`config.mk`:
```
export PLATFORM = sky130hd
export DESIGN_NAME = sre_divider
export DESIGN_NICKNAME = d
export VERILOG_FILES = /design/src/sv/sre_pkg.sv /design/src/sv/sre_divider.sv
export SDC_FILE = /design/constraint.sdc
export NUM_CORES = 1
export LEC_CHECK = 0
export BUFFER_PORTS_ARGS = -buffer_cell sky130_fd_sc_hd__buf_2
export CAP_MARGIN = 25
export CORE_ASPECT_RATIO = 0.8
export CORE_MARGIN = 5
export CORE_UTILIZATION = 55
export CTS_BUF_LIST = sky130_fd_sc_hd__clkbuf_16
export CTS_CLUSTER_DIAMETER = 150
export DETAILED_ROUTE_END_ITERATION = 7
export HOLD_SLACK_MARGIN = 0.1
export PLACE_DENSITY = 0.85
export SYNTH_ARGS = -nofsm -noshare
export SYNTH_HDL_FRONTEND = slang
export SYNTH_SLANG_ARGS = --single-unit
```
`constraint.sdc`:
```
create_clock -name clk -period 15.9 [get_ports clk]
set_input_delay 4.77 -clock clk [delete_from_list [all_inputs] [get_ports clk]]
set_output_delay 4.77 -clock clk [all_outputs]
set_load 0.02 [all_outputs]
```
`src/sv/sre_pkg.sv`:
```
// ----------------------------------------------------------------------------
// sre_pkg
// Types and constants shared by the execute unit modules.
// ----------------------------------------------------------------------------
package sre_pkg;

  localparam int unsigned OpW = 5;
  localparam int unsigned RegW = 4;
  localparam int unsigned DataW = 32;
  localparam int unsigned ImmW = 27;
  localparam int unsigned StatusW = 2;
  localparam logic [RegW-1:0] LinkReg = 4'd15;
  localparam logic [4:0] ShiftMask = 5'h1F;

  typedef enum logic [OpW-1:0] {
    OP_ADD = 5'd0, OP_SUB = 5'd1, OP_MUL = 5'd2, OP_DIV = 5'd3, OP_MOD = 5'd4,
    OP_CMP = 5'd5, OP_AND = 5'd6, OP_OR = 5'd7, OP_NOT = 5'd8, OP_MOV = 5'd9,
    OP_LSL = 5'd10, OP_LSR = 5'd11, OP_ASR = 5'd12, OP_NOP = 5'd13,
    OP_LD = 5'd14, OP_ST = 5'd15, OP_B = 5'd16, OP_BEQ = 5'd17,
    OP_BGT = 5'd18, OP_CALL = 5'd19, OP_RET = 5'd20
  } op_t;

  typedef enum logic [StatusW-1:0] {
    ST_OK = 2'd0, ST_DIV_ZERO = 2'd1, ST_ADDR = 2'd2, ST_BAD_OP = 2'd3
  } status_t;

  typedef enum logic [1:0] {
    IMM_SIGNED = 2'd0, IMM_LOW = 2'd1, IMM_HIGH = 2'd2
  } imm_mod_t;

  typedef enum logic [3:0] {
    S_CLEAR, S_IDLE, S_READ, S_EXEC, S_DIV, S_MEM, S_MEM_WAIT, S_WRITE, S_OUT
  } state_t;

  typedef struct packed {
    logic start;
    logic is_mod;
    logic [DataW-1:0] a;
    logic [DataW-1:0] b;
  } div_req_t;

  typedef struct packed {
    logic done;
    logic [DataW-1:0] value;
  } div_rsp_t;

endpackage

```
`src/sv/sre_divider.sv`:
```
// ----------------------------------------------------------------------------
// sre_divider
// Signed radix-2 restoring divider, one quotient bit per cycle.
// ----------------------------------------------------------------------------
module sre_divider (
  input  logic                                 clk,
  input  logic                                 rst,
  input  sre_pkg::div_req_t                    req,
  output sre_pkg::div_rsp_t                    rsp
);

  localparam int unsigned W = sre_pkg::DataW;

  logic [W-1:0] quo;
  logic [W-1:0] rem;
  logic [W-1:0] den;
  logic [5:0] count;
  logic busy;
  logic neg_q;
  logic neg_r;
  logic is_mod;
  logic [W:0] trial;
  logic [W-1:0] rem_shift;
  logic [W-1:0] q_fix;
  logic [W-1:0] r_fix;

  assign rem_shift = {rem[W-2:0], quo[W-1]};
  assign trial = {1'b0, rem_shift} - {1'b0, den};
  assign q_fix = neg_q ? (~quo + 1'b1) : quo;
  assign r_fix = neg_r ? (~rem + 1'b1) : rem;

  always_ff @(posedge clk) begin
    if (rst) begin
      busy <= 1'b0;
      rsp.done <= 1'b0;
      count <= '0;
    end else begin
      rsp.done <= 1'b0;
      if (req.start) begin
        busy <= 1'b1;
        count <= 6'd0;
        is_mod <= req.is_mod;
        neg_q <= req.a[W-1] ^ req.b[W-1];
        neg_r <= req.a[W-1];
        quo <= req.a[W-1] ? (~req.a + 1'b1) : req.a;
        den <= req.b[W-1] ? (~req.b + 1'b1) : req.b;
        rem <= '0;
      end else if (busy) begin
        if (count == 6'(W)) begin
          busy <= 1'b0;
          rsp.done <= 1'b1;
          rsp.value <= is_mod ? r_fix : q_fix;
        end else begin
          count <= count + 1'b1;
          if (!trial[W]) begin
            rem <= trial[W-1:0];
            quo <= {quo[W-2:0], 1'b1};
          end else begin
            rem <= rem_shift;
            quo <= {quo[W-2:0], 1'b0};
          end
        end
      end
    end
  end

endmodule

```
==> qor.txt, run 1 <==
hold buffer count at CTS -> 0
MaxCap Viol Count -> 0
CORE AREA -> 17500 µm²
Mapped Area -> 9910 µm²
yosys warns -> 0
Final Hold Fails -> 0
number of global-route vias before repair -> 8003
P per Cell Area -> 96.6 nW/µm²
Max FO, Critical Path -> 5
Reg-to-Reg Start -> quo[31]
count leader, synth -> edfxtp_1
DRC errors left -> 0
largest family of logic cells by synthesized area -> simple AND/OR/NAND/NOR gates
Crit. Startpoint -> req[0]
later-pin clock latency in the skew report -> 430 ps
synth cell count leaders -> edfxtp_1, nand2_1, nor2_1
Avg Cell Area, Syn -> 9.16 µm²
reg2reg path depth -> 11
Post-CTS Setup Bufs -> 0
Psw -> 0.333 mW
final worst path period share -> 0.473
Main synth FF type -> edfxtp_1
Synth top area share -> 0.397
Clock Tree Root -> clkbuf_16
post-cts resize count -> 0
TNS Setup -> 0 ps
Flop pwr share -> 0.424
xor and xnor area share after synthesis -> 0.122
Post-synth EDFFs -> 131
simple-gate share of the synthesized area -> 0.184
GRT Residual Overflow -> 0
first-pass GRT wire length -> 38700 µm
clk buf depth -> 2
CTS H-tree lvls -> 4
Yosys cell types -> 66
critical setup path kind -> input pin to flip-flop
CTS tree -> built
Worst-Margin Slew -> 1010 ps
crit path max-delay cell type -> or4_1
Pre-antenna DRT Iters -> 6
Post-Route WL -> 23800 µm
starting density of the core -> 0.565
WP depth -> 9
P_int -> 0.746 mW
fin. max-slew vios -> 0
Area Growth Syn to Fin -> 12.7%
Clock transition at path regs -> 60 ps
top cells by area, synth -> edfxtp_1, xor2_1, xnor2_1
Routed Antenna Nets -> 0
power consumption -> 1.08 mW
delay-heaviest family, CP -> simple AND/OR/NAND/NOR gates
Placer Congestion -> 0.923
initial antenna violation count -> 0
largest net degree at the start of global routing -> 94
n_diodes -> 0
cell mode on critical path -> or4_1
total number of vias -> 8451
Final Skew -> 10.3 ps
clock period minus worst slack -> 7520 ps
Synth Area in Compound Gates -> 0.182
crit end category -> flip-flop
r2r endpoint -> rem[25]
GRT Overall Usage -> 0.228
# rows -> 43
Combinational Power Share -> 0.225
Nets -> 1268
DR iter-0 viols -> 633
crit path to -> den[29]
Final Setup Violations -> 0
DIE WIDTH -> 160 µm
Lkg Pwr -> 4.27 nW
Die Y -> 130 µm
unrepaired setup endpoints after global routing -> no
buffer and inverter count on the worst path -> 1
required time of the worst setup path -> 16070 ps
routed vias/inst -> 6.04
VDD IR max -> 0.0492 mV
Synth area leader -> edfxtp_1
syn nets -> 1188
post-synthesis sequential area ratio -> 0.413
Fmax -> 133 MHz
DP HPWL -> 17000 µm
Async SR Flop Fraction -> 0
Min Hold Slack -> 534 ps
r2r setup slk -> 11950 ps
worst path cell trace -> buf_2, or4_1, or4_1, or4_1, or2_1, nor4_2, nand3_1, o41ai_1, xnor2_1
crit path launch type -> input pin
I/O pin count -> 101
die footprint -> 20800 µm²
# port buffers -> 100
Clock power frac -> 0.352
class of the worst hold path -> flip-flop to flip-flop
Adder-Cell Fraction of Synth Area -> 0.0500
mux contribution to synthesized area -> 0.0126
Post-Syn Instances -> 1081
drt wl/cell -> 17.0 µm
status -> complete, no violations
Sw Ratio -> 0.308
worst endpoint data arrival time -> 7680 ps
total CTS buffers -> 17
Max-slew headroom -> 0.323
clock sinks -> 139
number of synthesized register bits -> 139
share of layout cells above drive strength 1 -> 0.140
slowest cell delay on critical path -> 530 ps
## power by group through the flow
stage	clock (mW)	sequential (mW)	combinational (mW)
after floorplan	0	0.454	0.183
after global placement	0	0.463	0.230
after detailed placement	0	0.464	0.237
after CTS	0.380	0.456	0.240
after global routing	0.398	0.460	0.272
final	0.379	0.457	0.242
## how the worst min path moves through the flow
stage	from	to	slack (ps)	depth (start not counted)
after floorplan	count[5]	rsp[32]	470	2
after global placement	count[5]	rsp[32]	510	2
after detailed placement	busy	rsp[32]	520	2
after CTS	busy	rsp[32]	530	2
after global routing	busy	rsp[32]	550	2
final	busy	rsp[32]	530	2
## final cells by class
type | count | area [µm²]
Multi-Input combinational cell | 847 | 5490
Sequential cell | 139 | 4090
Clock inverter | 15 | 126
Tap cell | 225 | 282
Inverter | 51 | 191
Timing Repair Buffer | 105 | 551
Fill cell | 1429 | 6380
Clock buffer | 17 | 425
## routing by layer
| layer | track usage | part of all wire |
|---|---|---|
| met1 | 0.294 | 0.43 |
| met2 | 0.395 | 0.50 |
| met3 | 0.0417 | 0.054 |
| met4 | 0.0728 | 0.014 |
| met5 | 0 | 0 |
## kinds of logic after synthesis
family	count (synthesis)
simple gates	372
flops	139
buf+inv	95
fa+ha+maj	39
compound gates	286
xor+xnor	138
mux	12
## worst min-delay path: stages (launching register included)
cell and delay, ps:
dfxtp_1 320, inv_1 100, nor3_1 60
## stage by stage
step	cell area, µm²	util	setup slack [ps]	cells
6_report	11200	0.636	8380	1399
5_1_grt	11200	0.636	8200	1399
4_1_cts	11100	0.635	8380	1398
3_5_place_dp	10600	0.604	7950	1366
3_3_place_gp	10600	0.604	8020	1366
2_1_floorplan	9910	-	7600	1081
## flip-flops by register name (all words and copies together), names as in the netlist
| signal | flops |
|---|---|
| neg_q | 1 |
| busy | 1 |
| neg_r | 1 |
| rem | 32 |
| rsp | 33 |
| den | 32 |
| quo | 32 |
| is_mod | 1 |
| count | 6 |
## placed cells by master, fill, tap and decap left out, drive strengths merged, types with 9 or more instances in the layout
master / count
nor2b: 10
ha: 38
xor2: 77
a21o: 13
o21ai: 67
a211oi: 9
xnor2: 61
clkbuf: 17
or3: 24
a21oi: 92
edfxtp: 131
nand2: 120
nor3: 22
o31ai: 40
nor2: 100
inv: 56
nand3: 14
a21boi: 9
buf: 105
and3: 10
or4: 18
o41ai: 14
nand4: 12
Power figures use the tool's default switching activity.
==> run 2, diff against run 1 <==
clock period = 7.1 ns   (was 15.9 ns; I/O delays follow)
==> run 2 against run 1 <==
Against the previous run: non-clock buffer count up 2; final area up 0.80%; global-route usage down 0.22 points; count of clock-buffer cells in the layout unchanged; critical path depth unchanged; final cell count up 0.14%; highest routed layer unchanged.
==> qor.txt, run 2 (synthesis gave the netlist of run 1 again) <==
DP Area -> 10600 µm² (about the same)
Fmax -> 205 MHz
Clock transition at path regs -> 60 ps (about the same)
Placer Congestion -> 0.939 (+1.8%)
Die Y -> 130 µm (unchanged)
fin. max-slew vios -> 0 (unchanged)
routed vias/inst -> 6.05 (+0.15%)
status -> complete, no violations
final non-filler cell area -> 11200 µm² (+0.80%)
required time of the worst setup path -> 7270 ps (-8800 ps)
n_diodes -> 0 (unchanged)
VDD IR max -> 0.172 mV (+250%)
clk buf depth -> 2 (unchanged)
initial antenna violation count -> 0 (unchanged)
drt wl/cell -> 17.0 µm (about the same)
most common cell after layout, fill and taps aside -> edfxtp_1
Post-CTS Setup Bufs -> 0 (unchanged)
Pre-antenna DRT Iters -> 6 (unchanged)
total number of vias -> 8476 (+0.30%)
Final Util -> 0.641 (+0.00506)
P per Cell Area -> 224 nW/µm² (+130%)
crit path launch type -> input pin
Clock Tree Root -> clkbuf_16
final worst path period share -> 0.686
clock period minus worst slack -> 4870 ps
Max-slew headroom -> 0.317 (-0.00663)
Final Setup Violations -> 0 (unchanged)
DIE WIDTH -> 160 µm (unchanged)
GRT Residual Overflow -> 0 (unchanged)
DR iter-0 viols -> 710 (+12%)
TNS Setup -> 0 ps (unchanged)
CTS H-tree lvls -> 4 (unchanged)
starting density of the core -> 0.565 (unchanged)
worst endpoint data arrival time -> 5040 ps (-2640 ps)
later-pin clock latency in the skew report -> 430 ps (about the same)
post-cts resize count -> 0 (unchanged)
Top reg by flops -> rsp
Lkg Pwr -> 4.33 nW (+1.4%)
Max FO, Critical Path -> 5 (unchanged)
I/O pin count -> 101 (unchanged)
Final Skew -> 11.1 ps (+0.849 ps)
Nets -> 1270 (+0.16%)
crit end category -> flip-flop
largest net degree at the start of global routing -> 63 (-33%)
die footprint -> 20800 µm² (unchanged)
critical setup path kind -> input pin to flip-flop
clock sinks -> 139 (unchanged)
Worst-Margin Slew -> 1020 ps (+9.94 ps)
GRT Overall Usage -> 0.226 (-0.00220)
# rows -> 43 (unchanged)
Routed Antenna Nets -> 0 (unchanged)
fill cell count -> 1400 (-2.0%)
total CTS buffers -> 17 (unchanged)
Final Hold Fails -> 0 (unchanged)
DRC errors left -> 0 (unchanged)
Largest register FFs -> 33 (unchanged)
MaxCap Viol Count -> 0 (unchanged)
CTS tree -> built
DP HPWL -> 17200 µm (+1.1%)
number of global-route vias before repair -> 8068 (+0.81%)
hold buffer count at CTS -> 0 (unchanged)
# port buffers -> 100 (unchanged)
class of the worst hold path -> flip-flop to flip-flop
Area Growth Syn to Fin -> 13.6%
CORE AREA -> 17500 µm² (unchanged)
unrepaired setup endpoints after global routing -> no
first-pass GRT wire length -> 38200 µm (-1.1%)
share of layout cells above drive strength 1 -> 0.141 (+0.00146)
Post-Route WL -> 23800 µm (about the same)
most frequent cells in the layout -> edfxtp_1, nand2_1, buf_2, nor2_1, a21oi_1
run 2: final cells by class:
type                    count  area, µm²  area share
clock inverters            15        196      0.0175
repair buffers            107        578      0.0514
flip-flops and latches    139       4090       0.364
well taps                 225        282      0.0250
inverters                  51        191      0.0170
multi-input cells         847       5480       0.487
clock buffers              17        425      0.0378
run 2: worst max-delay path: stages:
cell     delay, ps
buf_2          120
or4_1          520
or4_1          460
or4_1          500
or2_1          280
nor4_2         210
nand3_1        250
o41ai_1        460
xnor2_1        100
run 2: path summary, 6_finish.rpt:
check	from	end	slack [ps]	cells after the start
worst max-delay path	req[0]	den[29]	2230	9
worst min-delay path	busy	rsp[32]	540	2
worst max register to register	quo[31]	rem[29]	3240	11
worst min register to register	busy	rsp[32]	540	2
run 2: through the flow:
| stage | total power [mW] | setup slack (ps) | hold WS (ps) | instances |
|---|---|---|---|---|
| global placement | 1.55 | 1850 | 500 | 1367 |
| finish | 2.52 | 2230 | 543 | 1401 |
| CTS | 2.52 | 2230 | 546 | 1399 |
| floorplan | 1.42 | 1440 | 470 | 1081 |
| detailed placement | 1.57 | 1780 | 523 | 1367 |
| global route | 2.63 | 2060 | 572 | 1401 |
run 2: report_power, final:
group	switching [mW]	internal (mW)
registers	0.0567	0.966
clock network	0.364	0.588
logic	0.321	0.225
total	0.742	1.78
run 2: routing by layer:
| layer | vias to the layer above | global-route usage | part of all wire |
|---|---|---|---|
| li1 | 4147 | - | - |
| met1 | 4001 | 0.288 | 0.43 |
| met2 | 277 | 0.392 | 0.49 |
| met3 | 51 | 0.0442 | 0.055 |
| met4 | 0 | 0.0738 | 0.023 |
| met5 | - | 0 | 0 |
==> run 3, diff against run 2 <==
PLACE_DENSITY = 0.88   (was 0.85)
clock period = 3.9 ns   (was 7.1 ns; I/O delays follow)
==> run 3 against run 2 <==
Against the previous run: register-to-register slack lost 2900 ps; via count grew 1.5%; critical path depth up 1; final area rose by 1.7%; sequential share of layout area shrank 0.59 points; clock skew rose by 0.53 ps; wire length rose by 1.6%; worst setup slack worse by 2100 ps; clock power is 68% higher; flip-flop and latch count unchanged; combinational power up 90%; first-iteration DRC count up 14%.
==> qor.txt, run 3 (synthesis gave the netlist of run 1 again) <==
status -> complete, no violations
Max-slew headroom -> 0.362 (+0.0456)
first-pass GRT wire length -> 39400 µm (+3.1%)
DP HPWL -> 17700 µm (+2.8%)
DR iter-0 viols -> 807 (+14%)
Top reg by flops -> rsp
crit path launch type -> input pin
Flop pwr share -> 0.413 (+0.007)
Largest register FFs -> 33 (unchanged)
initial antenna violation count -> 0 (unchanged)
fin. max-slew vios -> 0 (unchanged)
required time of the worst setup path -> 4080 ps (-3190 ps)
Final Hold Fails -> 0 (unchanged)
DRC errors left -> 0 (unchanged)
Die Y -> 130 µm (unchanged)
unrepaired setup endpoints after global routing -> no
critical setup path kind -> input pin to flip-flop
worst path cell trace -> buf_2, or4_1, or4_1, or4_1, or2_1, nor4_2, nand3_1, buf_4, o21ai_0, xnor2_1
routed vias/inst -> 6.05 (about the same)
Max FO, Critical Path -> 3 (-2)
n_diodes -> 0 (unchanged)
Routed Antenna Nets -> 0 (unchanged)
MaxCap Viol Count -> 0 (unchanged)
GRT Overall Usage -> 0.233 (+0.00697)
P_int -> 3.15 mW (+77%)
DIE WIDTH -> 160 µm (unchanged)
Worst-Margin Slew -> 956 ps (-68.3 ps)
largest net degree at the start of global routing -> 63 (unchanged)
Clock Tree Root -> clkbuf_16
GRT Residual Overflow -> 0 (unchanged)
share of layout cells above drive strength 1 -> 0.156 (+0.0151)
hold buffer count at CTS -> 0 (unchanged)
class of the worst hold path -> flip-flop to flip-flop
CORE AREA -> 17500 µm² (unchanged)
Combinational Power Share -> 0.231 (+0.015)
drt wl/cell -> 17.0 µm (about the same)
number of global-route vias before repair -> 8327 (+3.2%)
die footprint -> 20800 µm² (unchanged)
Fmax -> 268 MHz
crit end category -> flip-flop
Inst Count DP -> 1389 (+1.6%)
PnR worst setup slack -> 171 ps (-2060 ps)
final worst path period share -> 0.956
Final Setup Violations -> 0 (unchanged)
reg2reg path depth -> 8 (-3)
clk buf depth -> 2 (unchanged)
CTS H-tree lvls -> 4 (unchanged)
cell mode on critical path -> or4_1
P per Cell Area -> 393 nW/µm² (+75%)
CTS tree -> built
Clock power frac -> 0.356 (-0.022)
clock period minus worst slack -> 3730 ps
most common cell after layout, fill and taps aside -> edfxtp_1
Sw Ratio -> 0.299 (+0.00470)
Area Growth Syn to Fin -> 15.4%
worst endpoint data arrival time -> 3900 ps (-1140 ps)
Post-Layout Cell Count -> 1422 (+1.5%)
slowest cell delay on critical path -> 520 ps (about the same)
Pre-antenna DRT Iters -> 5 (-1)
clock sinks -> 139 (unchanged)
total number of vias -> 8601 (+1.5%)
Hold Crit Depth -> 2 (unchanged)
r2r setup slk -> 340 ps (-2900 ps)
I/O pin count -> 101 (unchanged)
Clock transition at path regs -> 60 ps (about the same)
most frequent cells in the layout -> edfxtp_1, nand2_1, buf_2, nor2_1, a21oi_1
Min Hold Slack -> 564 ps (+21.1 ps)
pre-CTS WS -> -260 ps (-2040 ps)
Final Skew -> 11.7 ps (+0.535 ps)
crit path max-delay cell type -> or4_1
Post-CTS Setup Bufs -> 0 (unchanged)
post-cts resize count -> 0 (unchanged)
# port buffers -> 100 (unchanged)
later-pin clock latency in the skew report -> 430 ps (about the same)
starting density of the core -> 0.565 (unchanged)
Placer Congestion -> 0.947 (+0.85%)
Post-Route WL -> 24200 µm (+1.6%)
VDD IR max -> 0.283 mV (+65%)
fill cell count -> 1381 (-1.4%)
Nets -> 1291 (+1.7%)
total CTS buffers -> 17 (unchanged)
Psw -> 1.34 mW (+81%)
Lkg Pwr -> 4.46 nW (+3.1%)
# rows -> 43 (unchanged)
-- run 3: final cells by class --
| cell class | count | area, µm² | area share |
|---|---|---|---|
| Timing Repair Buffer | 128 | 781 | 0.0683 |
| Sequential cell | 139 | 4090 | 0.358 |
| Multi-Input combinational cell | 847 | 5500 | 0.481 |
| Clock inverter | 11 | 66.3 | 0.00580 |
| Tap cell | 225 | 282 | 0.0246 |
| Clock buffer | 21 | 526 | 0.0460 |
| Inverter | 51 | 191 | 0.0167 |
-- run 3: power by group through the flow --
| stage | clock network [mW] | logic, mW | registers, mW |
|---|---|---|---|
| 2_1_floorplan | 0 | 0.745 | 1.85 |
| 3_3_place_gp | 0 | 0.963 | 1.89 |
| 3_5_place_dp | 0 | 1.00 | 1.89 |
| 4_1_cts | 1.62 | 1.02 | 1.86 |
| 5_1_grt | 1.68 | 1.15 | 1.87 |
| 6_report | 1.60 | 1.04 | 1.86 |
-- run 3: through the flow --
stage	utilization	area [µm²]	power (mW)	setup TNS, ps
6_report	0.652	11400	4.50	0
3_3_place_gp	0.617	10800	2.85	-656
2_1_floorplan	-	9920	2.59	0
5_1_grt	0.652	11400	4.70	0
3_5_place_dp	0.617	10800	2.89	-979
4_1_cts	0.650	11400	4.50	0
-- run 3: worst paths after layout --
| check | startpoint | endpoint |
|---|---|---|
| min reg2reg | count[4] | count[4] |
| min | count[4] | count[4] |
| max | req[0] | den[27] |
| max reg2reg | quo[8] | rsp[28] |
-- run 3: critical path: cells and delay by family --
kind	cells	cell delay, ps
simple gates	6	2150
xor+xnor	1	90
compound gates	1	190
buf+inv	2	290
-- run 3: metal layers --
layer / track usage / part of all wire
met5: 0 / 0
met4: 0.0941 / 0.026
met3: 0.0369 / 0.059
met2: 0.405 / 0.49
met1: 0.294 / 0.42
